### config.mk
export PLATFORM = sky130hd
export DESIGN_NAME = numeric_text_field_validator
export DESIGN_NICKNAME = d
export VERILOG_FILES = /design/src/hdl/ntfv_pkg.sv /design/src/hdl/numeric_text_field_validator.sv
export VERILOG_INCLUDE_DIRS = /design/src /design/src/hdl
export SDC_FILE = /design/constraint.sdc
export NUM_CORES = 1
export LEC_CHECK = 0
export BUFFER_PORTS_ARGS = -buffer_cell sky130_fd_sc_hd__buf_2
export CAP_MARGIN = 20
export CORE_ASPECT_RATIO = 1.25
export CORE_MARGIN = 2
export CORE_UTILIZATION = 25
export CTS_BUF_LIST = sky130_fd_sc_hd__clkbuf_4 sky130_fd_sc_hd__clkbuf_8
export DETAILED_ROUTE_END_ITERATION = 6
export PLACE_DENSITY = 0.4
export SLEW_MARGIN = 20
export SYNTH_ARGS = -nofsm -noshare
export SYNTH_HDL_FRONTEND = slang
export SYNTH_SLANG_ARGS = --single-unit
### constraint.sdc
create_clock -name clk -period 14.85 [get_ports clk]
set_input_delay 1.485 -clock clk [delete_from_list [all_inputs] [get_ports clk]]
set_output_delay 1.485 -clock clk [all_outputs]
set_load 0.005 [all_outputs]
### src/hdl/numeric_text_field_validator_defines.svh
// ----------------------------------------------------------------------------
// Numeric text field validator: assertion macros
// Concurrent checks on the validator's internal logic. They are compiled out
// for synthesis.
// ----------------------------------------------------------------------------
`ifndef NUMERIC_TEXT_FIELD_VALIDATOR_DEFINES_SVH
`define NUMERIC_TEXT_FIELD_VALIDATOR_DEFINES_SVH

`ifndef SYNTHESIS
// antecedent holds -> consequent holds in the same cycle
`define NTFV_ASSERT_SAME(label, clk, rst_n, ante, cons) \
    label: assert property (@(posedge clk) disable iff (!rst_n) (ante) |-> (cons)) \
        else $error("validator check failed (same cycle)");
// antecedent holds -> consequent holds in the next cycle
`define NTFV_ASSERT_NEXT(label, clk, rst_n, ante, cons) \
    label: assert property (@(posedge clk) disable iff (!rst_n) (ante) |=> (cons)) \
        else $error("validator check failed (next cycle)");
`else
`define NTFV_ASSERT_SAME(label, clk, rst_n, ante, cons)
`define NTFV_ASSERT_NEXT(label, clk, rst_n, ante, cons)
`endif

`endif

### src/hdl/ntfv_pkg.sv
// ----------------------------------------------------------------------------
// Numeric text field validator package
// Type codes and character constants shared by the validator.
// ----------------------------------------------------------------------------
package ntfv_pkg;

    // Field type codes
    localparam logic [3:0] CMD_BOOL   = 4'd0;
    localparam logic [3:0] CMD_FLOAT  = 4'd1;
    localparam logic [3:0] CMD_DOUBLE = 4'd2;
    localparam logic [3:0] CMD_LONG   = 4'd3;
    localparam logic [3:0] CMD_U64    = 4'd4;
    localparam logic [3:0] CMD_I64    = 4'd5;
    localparam logic [3:0] CMD_U32    = 4'd6;
    localparam logic [3:0] CMD_I32    = 4'd7;
    localparam logic [3:0] CMD_U16    = 4'd8;
    localparam logic [3:0] CMD_I16    = 4'd9;
    localparam logic [3:0] CMD_U8     = 4'd10;
    localparam logic [3:0] CMD_I8     = 4'd11;
    localparam logic [3:0] CMD_ALNUM  = 4'd12;

    // Characters
    localparam logic [7:0] CH_ZERO   = 8'h30;
    localparam logic [7:0] CH_ONE    = 8'h31;
    localparam logic [7:0] CH_NINE   = 8'h39;
    localparam logic [7:0] CH_PLUS   = 8'h2B;
    localparam logic [7:0] CH_MINUS  = 8'h2D;
    localparam logic [7:0] CH_POINT  = 8'h2E;
    localparam logic [7:0] CH_EXP_LC = 8'h65;
    localparam logic [7:0] CH_EXP_UC = 8'h45;
    localparam logic [7:0] CH_SPACE  = 8'h20;
    localparam logic [7:0] CH_TAB    = 8'h09;
    localparam logic [7:0] CH_CR     = 8'h0D;
    localparam logic [7:0] CH_UC_A   = 8'h41;
    localparam logic [7:0] CH_UC_Z   = 8'h5A;
    localparam logic [7:0] CH_LC_A   = 8'h61;
    localparam logic [7:0] CH_LC_Z   = 8'h7A;

    // Widths
    localparam int MAG_W  = 64;
    localparam int CNT_W  = 2;
    localparam int BITS_W = 7;

    typedef logic [MAG_W-1:0] mag_t;

endpackage

### src/hdl/numeric_text_field_validator.sv
// ----------------------------------------------------------------------------
// Numeric text field validator
// Checks a text field, one character per request, against a requested type
// (bool, float, double, integer types, alnum) and returns one verdict per
// field with the parsed integer magnitude and sign.
// ----------------------------------------------------------------------------
// The block takes one character per clock cycle, back to back, and returns one
// result request per field when the character flagged last (or an empty-field
// marker) has passed through. A character is held in an input register, then
// the per-field state (a 64-bit times-ten accumulator and a few flags) is
// updated and, on the last character, the verdict is written to the result
// register: the last character passes the input register and then the
// result register before the result is presented. The cycle time is set by
// the accumulate-by-ten and the range compare that follows it. The input
// side keeps taking characters while a result waits, except when the held
// character would itself produce a result.
`include "numeric_text_field_validator_defines.svh"

module numeric_text_field_validator
    import ntfv_pkg::*;
#(
    parameter int LONG_BITS = 32
)
(
    input  logic        clk,
    input  logic        rst_n,
    // input character stream
    input  logic        s_tvalid,
    output logic        s_tready,
    input  logic [7:0]  s_tdata,   // [7:0] ch
    input  logic        s_tlast,   // is_last
    input  logic [7:0]  s_tuser,   // [3:0] cmd, [4] is_empty, [7:5] zero
    // verdict stream
    output logic        m_tvalid,
    input  logic        m_tready,
    output logic [71:0] m_tdata    // [0] valid_res, [64:1] magnitude, [65] negative
);

    // Parse phase; the digits code doubles as the exponent mark for floats
    typedef enum logic [2:0] {
        PH_START      = 3'd0,
        PH_SIGN       = 3'd1,
        PH_DIGITS     = 3'd2,
        PH_EXP_SIGN   = 3'd3,
        PH_EXP_DIGITS = 3'd4
    } phase_t;

    // Input register
    logic       in_valid_reg, in_valid_next;
    logic [3:0] cmd_reg;
    logic [7:0] ch_reg;
    logic       last_reg;
    logic       empty_reg;

    // Field state
    phase_t           phase_reg, phase_next;
    mag_t             accum_reg, accum_next;
    logic             ovf_reg, ovf_next;
    logic             minus_reg, minus_next;
    logic [CNT_W-1:0] count_reg, count_next;
    logic             digit_reg, digit_next;
    logic             point_reg, point_next;
    logic             exp_reg, exp_next;
    logic             ok_reg, ok_next;

    // Result register
    logic m_valid_reg, m_valid_next;
    logic res_valid_reg;
    mag_t res_mag_reg;
    logic res_neg_reg;

    // Per-character working values
    phase_t           ph_w;
    mag_t             acc_w;
    logic             ovf_w, minus_w, digit_w, point_w, exp_w, ok_w;
    logic [CNT_W-1:0] cnt_w;
    logic             done_w;
    logic [MAG_W+3:0] prod;
    logic             is_dig, is_spc, is_sgn, is_alpha, is_int, is_uns;
    logic [BITS_W-1:0] tbits;
    logic [MAG_W:0]    one_shl;
    mag_t              half, limit;
    logic              verdict;

    logic produces, advance, accept;

    function automatic logic [BITS_W-1:0] type_bits(input logic [3:0] t);
        logic [BITS_W-1:0] b;
        case (t)
            CMD_LONG:         b = BITS_W'(LONG_BITS);
            CMD_U64, CMD_I64: b = BITS_W'(64);
            CMD_U32, CMD_I32: b = BITS_W'(32);
            CMD_U16, CMD_I16: b = BITS_W'(16);
            default:          b = BITS_W'(8);
        endcase
        return b;
    endfunction

    // Handshake
    assign produces = last_reg | empty_reg;
    assign advance  = in_valid_reg & (~produces | ~m_valid_reg | m_tready);
    assign s_tready = ~in_valid_reg | advance;
    assign accept   = s_tvalid & s_tready;
    assign m_tvalid = m_valid_reg;
    assign m_tdata  = {6'd0, res_neg_reg, res_mag_reg, res_valid_reg};

    // Character classes
    assign is_dig   = (ch_reg >= CH_ZERO) && (ch_reg <= CH_NINE);
    assign is_spc   = (ch_reg == CH_SPACE) || ((ch_reg >= CH_TAB) && (ch_reg <= CH_CR));
    assign is_sgn   = (ch_reg == CH_PLUS) || (ch_reg == CH_MINUS);
    assign is_alpha = ((ch_reg >= CH_UC_A) && (ch_reg <= CH_UC_Z))
                    || ((ch_reg >= CH_LC_A) && (ch_reg <= CH_LC_Z));
    assign is_int   = cmd_reg inside {[CMD_LONG:CMD_I8]};
    assign is_uns   = cmd_reg inside {CMD_U64, CMD_U32, CMD_U16, CMD_U8};

    // Times ten plus digit; the top bits flag overflow
    assign prod = ({4'd0, accum_reg} << 3) + ({4'd0, accum_reg} << 1)
                + {{(MAG_W+4-4){1'b0}}, ch_reg[3:0]};

    // Character step
    always_comb
    begin
        ph_w    = phase_reg;
        acc_w   = accum_reg;
        ovf_w   = ovf_reg;
        minus_w = minus_reg;
        digit_w = digit_reg;
        point_w = point_reg;
        exp_w   = exp_reg;
        ok_w    = ok_reg;
        done_w  = 1'b0;
        cnt_w   = (count_reg == '1) ? count_reg : count_reg + 1'b1;

        if (cmd_reg == CMD_BOOL)
        begin
            if ((ch_reg != CH_ZERO) && (ch_reg != CH_ONE))
                ok_w = 1'b0;
        end
        else if ((cmd_reg == CMD_FLOAT) || (cmd_reg == CMD_DOUBLE))
        begin
            if (phase_reg == PH_START)
            begin
                ph_w   = PH_SIGN;
                done_w = is_sgn;
            end
            if (!done_w)
            begin
                if (ph_w == PH_SIGN)
                begin
                    if (is_dig)
                        digit_w = 1'b1;
                    else if ((ch_reg == CH_POINT) && !point_reg)
                        point_w = 1'b1;
                    else if (((ch_reg == CH_EXP_LC) || (ch_reg == CH_EXP_UC)) && digit_reg)
                    begin
                        exp_w   = 1'b1;
                        digit_w = 1'b0;
                        ph_w    = PH_DIGITS;
                    end
                    else
                        ok_w = 1'b0;
                end
                else if ((ph_w == PH_DIGITS) && is_sgn)
                    ph_w = PH_EXP_SIGN;
                else if (is_dig)
                begin
                    digit_w = 1'b1;
                    ph_w    = PH_EXP_DIGITS;
                end
                else
                    ok_w = 1'b0;
            end
        end
        else if (is_int)
        begin
            if (phase_reg == PH_START)
            begin
                if (is_spc)
                    done_w = 1'b1;
                else if (ch_reg == CH_PLUS)
                begin
                    ph_w   = PH_SIGN;
                    done_w = 1'b1;
                end
                else if (ch_reg == CH_MINUS)
                begin
                    if (is_uns)
                        ok_w = 1'b0;
                    minus_w = 1'b1;
                    ph_w    = PH_SIGN;
                    done_w  = 1'b1;
                end
            end
            if (!done_w)
            begin
                if (is_dig)
                begin
                    ph_w    = PH_DIGITS;
                    digit_w = 1'b1;
                    if (!ovf_reg)
                    begin
                        if (|prod[MAG_W+3:MAG_W])
                        begin
                            ovf_w = 1'b1;
                            acc_w = '1;
                        end
                        else
                            acc_w = prod[MAG_W-1:0];
                    end
                end
                else
                    ok_w = 1'b0;
            end
        end
        else if (cmd_reg == CMD_ALNUM)
        begin
            if (!(is_dig || is_alpha))
                ok_w = 1'b0;
        end
        else
            ok_w = 1'b0;
    end

    // Range limit of the integer type
    assign tbits   = type_bits(cmd_reg);
    assign one_shl = (MAG_W+1)'(1) << tbits;
    assign half    = MAG_W'(1) << (tbits - 1'b1);
    assign limit   = is_uns ? MAG_W'(one_shl - (MAG_W+1)'(1))
                            : half - {{(MAG_W-1){1'b0}}, ~minus_w};

    // Verdict on the updated state
    always_comb
    begin
        verdict = 1'b0;
        if (ok_w)
        begin
            if (cmd_reg == CMD_BOOL)
                verdict = (cnt_w == CNT_W'(1));
            else if ((cmd_reg == CMD_FLOAT) || (cmd_reg == CMD_DOUBLE))
                verdict = digit_w;
            else if (is_int)
                verdict = digit_w && !ovf_w && (acc_w <= limit);
            else if (cmd_reg == CMD_ALNUM)
                verdict = (cnt_w != '0);
        end
    end

    // Next state and control
    always_comb
    begin
        in_valid_next = in_valid_reg;
        if (accept)
            in_valid_next = 1'b1;
        else if (advance)
            in_valid_next = 1'b0;

        m_valid_next = m_valid_reg;
        if (advance && produces)
            m_valid_next = 1'b1;
        else if (m_tready)
            m_valid_next = 1'b0;

        phase_next = phase_reg;
        accum_next = accum_reg;
        ovf_next   = ovf_reg;
        minus_next = minus_reg;
        count_next = count_reg;
        digit_next = digit_reg;
        point_next = point_reg;
        exp_next   = exp_reg;
        ok_next    = ok_reg;
        if (advance)
        begin
            if (produces)
            begin
                phase_next = PH_START;
                accum_next = '0;
                ovf_next   = 1'b0;
                minus_next = 1'b0;
                count_next = '0;
                digit_next = 1'b0;
                point_next = 1'b0;
                exp_next   = 1'b0;
                ok_next    = 1'b1;
            end
            else
            begin
                phase_next = ph_w;
                accum_next = acc_w;
                ovf_next   = ovf_w;
                minus_next = minus_w;
                count_next = cnt_w;
                digit_next = digit_w;
                point_next = point_w;
                exp_next   = exp_w;
                ok_next    = ok_w;
            end
        end
    end

    // Control and field state
    always_ff @(posedge clk or negedge rst_n)
    begin
        if (!rst_n)
        begin
            in_valid_reg <= 1'b0;
            m_valid_reg  <= 1'b0;
            phase_reg    <= PH_START;
            accum_reg    <= '0;
            ovf_reg      <= 1'b0;
            minus_reg    <= 1'b0;
            count_reg    <= '0;
            digit_reg    <= 1'b0;
            point_reg    <= 1'b0;
            exp_reg      <= 1'b0;
            ok_reg       <= 1'b1;
        end
        else
        begin
            in_valid_reg <= in_valid_next;
            m_valid_reg  <= m_valid_next;
            phase_reg    <= phase_next;
            accum_reg    <= accum_next;
            ovf_reg      <= ovf_next;
            minus_reg    <= minus_next;
            count_reg    <= count_next;
            digit_reg    <= digit_next;
            point_reg    <= point_next;
            exp_reg      <= exp_next;
            ok_reg       <= ok_next;
        end
    end

    // Input payload
    always_ff @(posedge clk)
    begin
        if (accept)
        begin
            cmd_reg   <= s_tuser[3:0];
            empty_reg <= s_tuser[4];
            ch_reg    <= s_tdata;
            last_reg  <= s_tlast;
        end
    end

    // Result payload
    always_ff @(posedge clk)
    begin
        if (advance && produces)
        begin
            if (empty_reg)
            begin
                res_valid_reg <= 1'b0;
                res_mag_reg   <= '0;
                res_neg_reg   <= 1'b0;
            end
            else
            begin
                res_valid_reg <= verdict;
                res_mag_reg   <= is_int ? acc_w : '0;
                res_neg_reg   <= is_int & minus_w;
            end
        end
    end

    // Checks
    `NTFV_ASSERT_NEXT(a_hold_input, clk, rst_n, in_valid_reg && !advance, in_valid_reg)
    `NTFV_ASSERT_NEXT(a_result_loaded, clk, rst_n, advance && produces, m_valid_reg)
    `NTFV_ASSERT_SAME(a_ovf_saturated, clk, rst_n, ovf_reg, accum_reg == '1)
    `NTFV_ASSERT_SAME(a_fresh_field, clk, rst_n, count_reg == '0,
        phase_reg == PH_START && !digit_reg && ok_reg && !minus_reg)

endmodule
==> flow_metrics.tcl, run 1 <==
set metrics [dict create \
    clk_transition_reported_paths_ns 0.09 \
    cp.arrival_ns 8.60 \
    grt_remaining_overflow 0 \
    portBuffers 85 \
    synth_area_per_cell_um2 8.35 \
    yosysSeqAreaShare_pct 30.7 \
    seqCellArea_mm2 0.00431 \
    clock-root-buffer "clkbuf_8" \
    mostFrequentLayoutCells "199 x nor2_1, 195 x ha_1, 176 x a21oi_1, 162 x nand2_1, 136 x o21ai_0" \
    drc 0 \
    start_kind "flip-flop" \
    hold_viol_final 0 \
    p_leak_nw 6.90 \
    period_share_pct 55.5 \
    h-tree-depth 4 \
    met2_usage_pct 30.7 \
    io_pins 95 \
    grt_max_degree 78 \
    dp_cells 2427 \
    status "finished, final reports clean" \
    dieArea_mm2 0.0580 \
    layout-drive-gt1-share_pct 9.38 \
    ys_ff_latch 156 \
    irDropWorstVdd_mv 0.0491 \
    setup_viol 0 \
    viasPerCell 5.17 \
    drt_iter0_markers 885 \
    crit_required_ns 15.21 \
    final_common_cell "nor2_1" \
    synthFlopType "edfxtp_1" \
    globalplace.congestion 0.877 \
    die_y_um 269 \
    core_mm2 0.0557 \
    initial_utilization_pct 25.2 \
    cts.sinks 156 \
    fin_worst_skew_ns 0.0252 \
    worstHoldPathType "reg -> reg" \
    cts_tree "built" \
    grt_pass1_vias 12788 \
    numCtsBuffers 17 \
    grtUsageTotal_pct 16.8 \
    nFillCells 6045 \
    min_period_ns 8.24 \
    hpwlAfterDp_mm 37.7 \
    ctsLongestPathBuffers 2 \
    multi_input_area_mm2 0.00916 \
    gr-usage-met3_pct 2.23 \
    antenna_found_initial 1 \
    crit_path_end_kind "flip-flop" \
    postRouteAntennaNets 0 \
    rsz0062_at_grt "false" \
    postCtsResizedCells 0 \
    drv_cap 0 \
    async_flop_share_pct 48.7 \
    post_cts_buffers 0 \
    fin_cells 2460 \
    hold_ws_ns 0.534 \
    p_per_area_mw_per_mm2 68.0 \
    worst_pin_slew_ns 0.939 \
    rows 97 \
    crit_fanout 30 \
    grt_pass1_wl_mm 75.1 \
    drt_pass1_iterations 6 \
    layout.nets 1922 \
    hold_buffers 0 \
    syn_inst 1678 \
    routedWlPerCell_um 19.8 \
    vias 12718 \
    slew_violations 0 \
    clk_latency_ns 0.55 \
    fin_tns_setup_ns 0 \
    use_met1_pct 20.4 \
    drt_wl_total_mm 48.6 \
    syn_area_mm2 0.0140 \
    synth_cell_types 74 \
    crit_type "reg -> reg" \
    area_growth_pct 10.8 \
    synth_edf_count 80 \
    fmax_mhz 121 \
    grt-busiest-layer "met2" \
    relSlewSlack_pct 36.8 \
    die_w_um 216 \
    ys_warn_count 0 \
]
## area by class of cell
| class | instances | area share (%) |
|---|---|---|
| Multi-Input combinational cell | 1391 | 59.0 |
| Sequential cell | 156 | 27.7 |
| Tap cell | 742 | 5.98 |
| Timing Repair Buffer | 101 | 3.53 |
| Clock buffer | 20 | 1.65 |
| Clock inverter | 12 | 1.21 |
| Inverter | 37 | 0.903 |
| Antenna cell | 1 | 0.0161 |
## routing by layer
| layer | up-vias | routed length, µm |
|---|---|---|
| li1 | 6260 | - |
| met1 | 6156 | 21200 |
| met2 | 255 | 24800 |
| met3 | 47 | 1510 |
| met4 | 0 | 1110 |
| met5 | - | 0 |
## final timing paths
path                                          start                          end  slack (ns)  cells past startpoint
max in group asynchronous                     rst_n     accum_reg[2]$_DFFE_PN0P_       12.88                      2
hold / removal             count_reg[1]$_DFFE_PN0P_     count_reg[1]$_DFFE_PN0P_        0.53                      2
min in group asynchronous                     rst_n    accum_reg[47]$_DFFE_PN0P_        0.85                      1
hold reg to reg            count_reg[1]$_DFFE_PN0P_     count_reg[1]$_DFFE_PN0P_        0.53                      2
setup / recovery                ch_reg[3]$_DFFE_PP_  res_valid_reg$_SDFFCE_PP0P_        6.61                     26
setup reg to reg                ch_reg[3]$_DFFE_PP_  res_valid_reg$_SDFFCE_PP0P_        6.61                     26
## synthesized netlist by cell type (9+ instances only)
master      n  area share [%]
nand4_1    43             1.9
dfrtp_1    75              13
and3_1     15            0.67
xor2_1     24             1.5
nand2_1   162             4.3
a21o_1     49             2.6
nand3_1    24            0.86
o211ai_1   16            0.86
nor2b_1    16            0.71
o21ai_0   137             4.9
xnor2_1    38             2.4
and2_1     18            0.80
inv_1      37            0.99
nor4_1      9            0.40
ha_1      195              17
a31oi_1    23             1.0
o21ai_1    13            0.46
a221oi_1    9            0.56
nor2_1    200             5.4
clkbuf_1   65             1.7
o21a_1     12            0.64
nor3_1     25            0.89
buf_4       9            0.48
a21oi_1   176             6.3
buf_2      20            0.71
a211oi_1   50             2.7
o31ai_1     9            0.48
edfxtp_1   80              17
nand2b_1   23             1.0
## per-stage QoR
step	power, W	setup WS, ns	util, %	area, µm²
after global placement	0.000677	6.63	27.1	15100
after floorplan	0.000606	8.91	-	14000
after detailed placement	0.000680	6.62	27.1	15100
final	0.00105	6.61	27.9	15500
after global routing	0.00111	6.03	27.9	15500
after CTS	0.00108	6.53	27.9	15500
## report_power, final
group	internal, W	switching, W
logic	0.0000569	0.000122
clock network	0.000191	0.000197
registers	0.000479	0.00000973
total	0.000727	0.000328
## critical path, cell delays in order (launching register included)
cell and delay [ns]:
edfxtp_1 0.46, inv_1 0.10, fa_1 0.53, fa_1 0.46, nand2b_1 0.19, a21oi_1 0.30, o21ai_1 0.21, a2111oi_0 0.79
o21ai_1 0.21, a21oi_1 0.32, o211ai_1 0.16, a21oi_2 0.46, nand2_2 0.45, buf_4 0.42, nor2_1 0.22, a21oi_1 0.15
ha_1 0.26, a21o_1 0.16, a21o_1 0.17, a21oi_1 0.13, nor2_1 0.06, a2111oi_0 0.39, nor2_1 0.09, or4_1 0.50
a221oi_1 0.41, o22ai_1 0.22, a31oi_1 0.22
## cells by family after synthesis
logic type / share of synthesized area, %
muxes: 0.0714
and+or+nand+nor: 18.6
AOI/OAI and AO/OA: 24.6
xor gates and xnor gates: 3.87
adders and majority gates: 17.8
DFF: 30.7
buffers and inverters: 4.33
other: 0.0268
(Power assumes the default switching activity.)
==> inputs of run 2 (changes only) <==
- PLACE_DENSITY: 0.4 -> 0.41
- clock period: 14.85 -> 6.76 ns (I/O delays scaled with it)
==> run 2 against run 1 <==
Global-route usage is 0.41 points higher. Sequential share of layout area is 1.3 points lower. Final area increased by 4.7%. Total power grew 120%. Cell count is 3.6% higher. Clock-buffer cell count down 1. Clock power is 110% higher. Maximum frequency grew 29%. Hold slack got worse by 0.50 ns. Critical path depth grew 2. Largest power group unchanged.
==> flow_metrics.tcl, run 2 (synthesis gave the netlist of run 1 again) <==
set metrics [dict create \
    status "finished, final reports clean" \
    setup_viol 0 \
    area_growth_pct 16.0 \
    antenna_found_initial 3 \
    fin_tns_setup_ns 0 \
    crit_path_max_incr_delay_ns 0.52 \
    period_share_pct 94.6 \
    fin_worst_skew_ns 0.0278 \
    rsz0062_at_grt "false" \
    nFillCells 6024 \
    clock-root-buffer "clkbuf_8" \
    drc 0 \
    layout.nets 2009 \
    regToRegStartpoint "accum_reg[2]$_DFFE_PN0P_" \
    clk_transition_reported_paths_ns 0.10 \
    dieArea_mm2 0.0580 \
    critPathMostFrequentCell "buf_4" \
    crit_required_ns 7.15 \
    setup.worst_path.start "accum_reg[2]$_DFFE_PN0P_" \
    min_period_ns 6.39 \
    drv_cap 0 \
    die_w_um 216 \
    clk_latency_ns 0.56 \
    final_area_mm2 0.0163 \
    grtUsageTotal_pct 17.2 \
    crit_type "reg -> reg" \
    start_kind "flip-flop" \
    portBuffers 85 \
    crit_family "compound AO/OA/AOI/OAI gates" \
    irDropWorstVdd_mv 0.112 \
    core_mm2 0.0557 \
    dpl_cell_area_mm2 0.0158 \
    slew_violations 0 \
    hpwlAfterDp_mm 39.0 \
    multi_input_area_mm2 0.00924 \
    p_per_area_mw_per_mm2 141 \
    crit_fanout 9 \
    drt_pass1_iterations 5 \
    die_y_um 269 \
    relSlewSlack_pct 17.6 \
    hold_buffers 0 \
    fmax_mhz 156 \
    reg2reg_slack_ns 0.37 \
    postRouteAntennaNets 0 \
    io_pins 95 \
    viasPerCell 5.08 \
    p_leak_nw 7.30 \
    drt_wl_total_mm 49.8 \
    design_power_total_w 0.00229 \
    globalplace.congestion 0.874 \
    drt_iter0_markers 736 \
    numCtsBuffers 17 \
    crit_slowest_cell "or4b_4" \
    grt_pass1_vias 12961 \
    initial_utilization_pct 25.2 \
    cp.arrival_ns 6.79 \
    cts_tree "built" \
    crit_path_end_kind "flip-flop" \
    utilization_pct 29.2 \
    post_cts_buffers 0 \
    routedWlPerCell_um 19.5 \
    critPathBufInv 4 \
    hold_ws_ns 0.0377 \
    grt_max_degree 58 \
    seqCellArea_mm2 0.00431 \
    hold_viol_final 0 \
    cts.sinks 156 \
    grt_pass1_wl_mm 76.1 \
    rows 97 \
    grt_remaining_overflow 0 \
    layout-drive-gt1-share_pct 14.4 \
    vias 12945 \
    ctsLongestPathBuffers 2 \
    final_common_cell "nor2_1" \
    worst_pin_slew_ns 1.23 \
    h-tree-depth 4 \
    mostFrequentLayoutCells "199 x nor2_1, 194 x ha_1, 174 x a21oi_1, 162 x nand2_1, 136 x o21ai_0" \
    worstHoldPathType "in -> async" \
]
-- run 2: cell types whose count changed in the layout (fill, tap and decap cells not counted), sizes merged --
cell      before  now
buf          101  188
bufinv         4    2
clkbuf        20   19
clkinv         5    3
clkinvlp       1    3
diode          1    2
inv           39   42
-- run 2: repair_timing --
| item | CTS | global route |
|---|---|---|
| setup endpoints to repair | 1 | 1 |
| gates cloned | 0 | 0 |
| gates resized for setup | 2 | 19 |
| pin swaps | 0 | 9 |
-- run 2: per-stage QoR --
| step | instances | setup slack [ns] |
|---|---|---|
| finish | 2548 | 0.367 |
| global route | 2547 | 0.0195 |
| CTS | 2546 | 0.0146 |
| detailed placement | 2514 | -0.107 |
| global placement | 2514 | -0.150 |
| floorplan | 1683 | 0.823 |
-- run 2: power by group --
part | switching [W] | internal (W)
Sequential | 0.0000222 | 0.00105
Clock | 0.000459 | 0.000345
Combinational | 0.000274 | 0.000141
Total | 0.000756 | 0.00154
-- run 2: area by class of cell --
| class | instances | share of cell area, % |
|---|---|---|
| repair buffers | 188 | 7.64 |
| diodes | 2 | 0.0308 |
| clock inverters | 13 | 0.954 |
| well taps | 742 | 5.71 |
| multi-input cells | 1391 | 56.8 |
| flip-flops and latches | 156 | 26.5 |
| inverters | 37 | 0.862 |
| clock buffers | 19 | 1.53 |
-- run 2: final timing paths --
kind                                               end  cells past startpoint
setup / recovery           res_valid_reg$_SDFFCE_PP0P_                     28
hold / removal               accum_reg[51]$_DFFE_PN0P_                      1
setup reg to reg           res_valid_reg$_SDFFCE_PP0P_                     28
hold reg to reg                  point_reg$_DFFE_PN0P_                      2
max in group asynchronous    accum_reg[18]$_DFFE_PN0P_                      2
min in group clk                   ch_reg[0]$_DFFE_PP_                      1
-- run 2: layer usage --
metal  up-vias  GRT usage, %  share of wire, %
met5         -             0                 0
met4         0          7.01               3.1
met3        65          2.10               2.9
met2       268          31.2                50
met1      6196          20.6                44
li1       6416             -                 -
==> inputs of run 3 (changes only) <==
- CELL_PAD_IN_SITES_DETAIL_PLACEMENT: not set -> 1
- CELL_PAD_IN_SITES_GLOBAL_PLACEMENT: not set -> 2
- CORE_MARGIN: 2 -> 5
- PLACE_DENSITY: 0.41 -> 0.58
- clock period: 6.76 -> 6.5 ns (I/O delays scaled with it)
==> run 3 against run 2 <==
Maximum frequency is 2.3% higher. Core utilization rose by 1.7 points. Sequential power increased by 5%. Clock-buffer cell count rose by 4. Critical endpoint unchanged. Sequential cell count stayed put. Global-route usage up 1.0 points. Largest cell class unchanged. Clock skew shrank 0.0011 ns. Sequential share of layout area down 1.5 points. Wire length rose by 12%. First-iteration DRC count is 38% lower.
==> flow_metrics.tcl, run 3 (synthesis gave the netlist of run 1 again) <==
set metrics [dict create \
    setup.worst_path.start "accum_reg[14]$_DFFE_PN0P_" \
    postRouteAntennaNets 0 \
    vias 13525 \
    crit_required_ns 6.92 \
    layout.nets 2124 \
    hold_ws_ns 0.256 \
    grt_remaining_overflow 0 \
    dpl_cell_area_mm2 0.0166 \
    portBuffers 85 \
    critPathBufInv 3 \
    viasPerCell 5.08 \
    status "finished, final reports clean" \
    crit_family "compound AO/OA/AOI/OAI gates" \
    rows 97 \
    reg2reg_slack_ns 0.25 \
    h-tree-depth 4 \
    crit_slowest_cell "or4b_4" \
    numCtsBuffers 17 \
    drv_cap 0 \
    worst_pin_slew_ns 1.05 \
    drt_iter0_markers 457 \
    drt_pass1_iterations 5 \
    fin_worst_skew_ns 0.0267 \
    drc 0 \
    fin_cells 2662 \
    io_pins 95 \
    fmax_mhz 160 \
    grt_max_degree 50 \
    dieArea_mm2 0.0609 \
    hold_viol_final 0 \
    initial_utilization_pct 25.1 \
    mostFrequentLayoutCells "211 x buf_4, 194 x nor2_1, 192 x ha_1, 169 x a21oi_1, 162 x nand2_1" \
    min_period_ns 6.25 \
    globalplace.congestion 0.891 \
    clk_latency_ns 0.58 \
    worstHoldStart "s_tlast" \
    dp_cells 2623 \
    relSlewSlack_pct 30.2 \
    ctsLongestPathBuffers 2 \
    crit_fanout 8 \
    p_leak_nw 7.89 \
    crit_type "reg -> reg" \
    grtUsageTotal_pct 18.2 \
    worstHoldPathType "in -> reg" \
    cts.sinks 156 \
    regToRegStartpoint "accum_reg[14]$_DFFE_PN0P_" \
    die_y_um 275 \
    grt_pass1_vias 14703 \
    layout-drive-gt1-share_pct 20.7 \
    core_mm2 0.0558 \
    final_area_mm2 0.0172 \
    drt_wl_total_mm 55.6 \
    irDropWorstVdd_mv 0.141 \
    clk_transition_reported_paths_ns 0.10 \
    critPathMostFrequentCell "ha_1" \
    routedWlPerCell_um 20.9 \
    slew_violations 0 \
    cts_tree "built" \
    final_common_cell "buf_4" \
    p_per_area_mw_per_mm2 138 \
    hpwlAfterDp_mm 45.0 \
    cp.arrival_ns 6.67 \
    area_growth_pct 22.9 \
    grt_pass1_wl_mm 86.2 \
    clock-root-buffer "clkbuf_8" \
    crit_path_max_incr_delay_ns 0.54 \
    setup_viol 0 \
    antenna_found_initial 3 \
    die_w_um 222 \
    crit_path_end_kind "flip-flop" \
    period_share_pct 96.1 \
    start_kind "flip-flop" \
]
run 3: repair_timing:
action | 4_1_cts | 5_1_grt
endpoints found under the setup margin | 1 | 1
buffers inserted | 2 | 5
hold buffers | 1 | 0
gates resized for setup | 11 | 45
pin swaps | 4 | 28
hold endpoints to repair | 7 | 0
gates cloned | 0 | 0
run 3: area by class of cell:
class | instances | area, µm²
diodes | 1 | 2.50
clock buffers | 23 | 292
clock inverters | 9 | 88.8
fillers | 6722 | 38600
inverters | 37 | 140
multi-input cells | 1391 | 9350
flip-flops and latches | 156 | 4310
well taps | 742 | 928
repair buffers | 303 | 2110
run 3: worst reg2reg max path, delay by kind of cell, from the launching register on:
family / cells / cell delay [ns]
simple gates: 7 / 1.65
flops: 1 / 0.47
buf+inv: 3 / 0.44
compound gates: 13 / 2.56
fa+ha+maj: 3 / 0.96
run 3: path summary, 6_finish.rpt:
| path | endpoint | cells past startpoint |
|---|---|---|
| setup / recovery | res_valid_reg$_SDFFCE_PP0P_ | 26 |
| hold / removal | last_reg$_DFFE_PP_ | 1 |
| setup reg to reg | res_valid_reg$_SDFFCE_PP0P_ | 26 |
| hold reg to reg | point_reg$_DFFE_PN0P_ | 2 |
| max in group asynchronous | accum_reg[14]$_DFFE_PN0P_ | 3 |
| min in group asynchronous | accum_reg[54]$_DFFE_PN0P_ | 2 |
run 3: layer usage:
metal / vias to the layer above / GRT usage [%] / wire length [µm]
met5: - / 0 / 21
met4: 4 / 7.89 / 2270
met3: 91 / 2.73 / 1470
met2: 180 / 33.3 / 28100
met1: 6615 / 21.2 / 23700
li1: 6635 / - / -
run 3: per-stage QoR:
step	setup TNS, ns	util [%]	power [W]	setup WS, ns
finish	0	30.8	0.00237	0.251
global route	-0.0410	30.8	0.00251	-0.0410
global placement	-0.362	29.7	0.00159	-0.362
CTS	0	30.5	0.00241	0.00228
floorplan	0	-	0.00138	0.563
detailed placement	-0.430	29.7	0.00160	-0.430
run 3: power by group:
group          internal (W)  switching, W
sequential          0.00109     0.0000226
clock              0.000342      0.000444
combinational      0.000166      0.000304
total               0.00160      0.000770
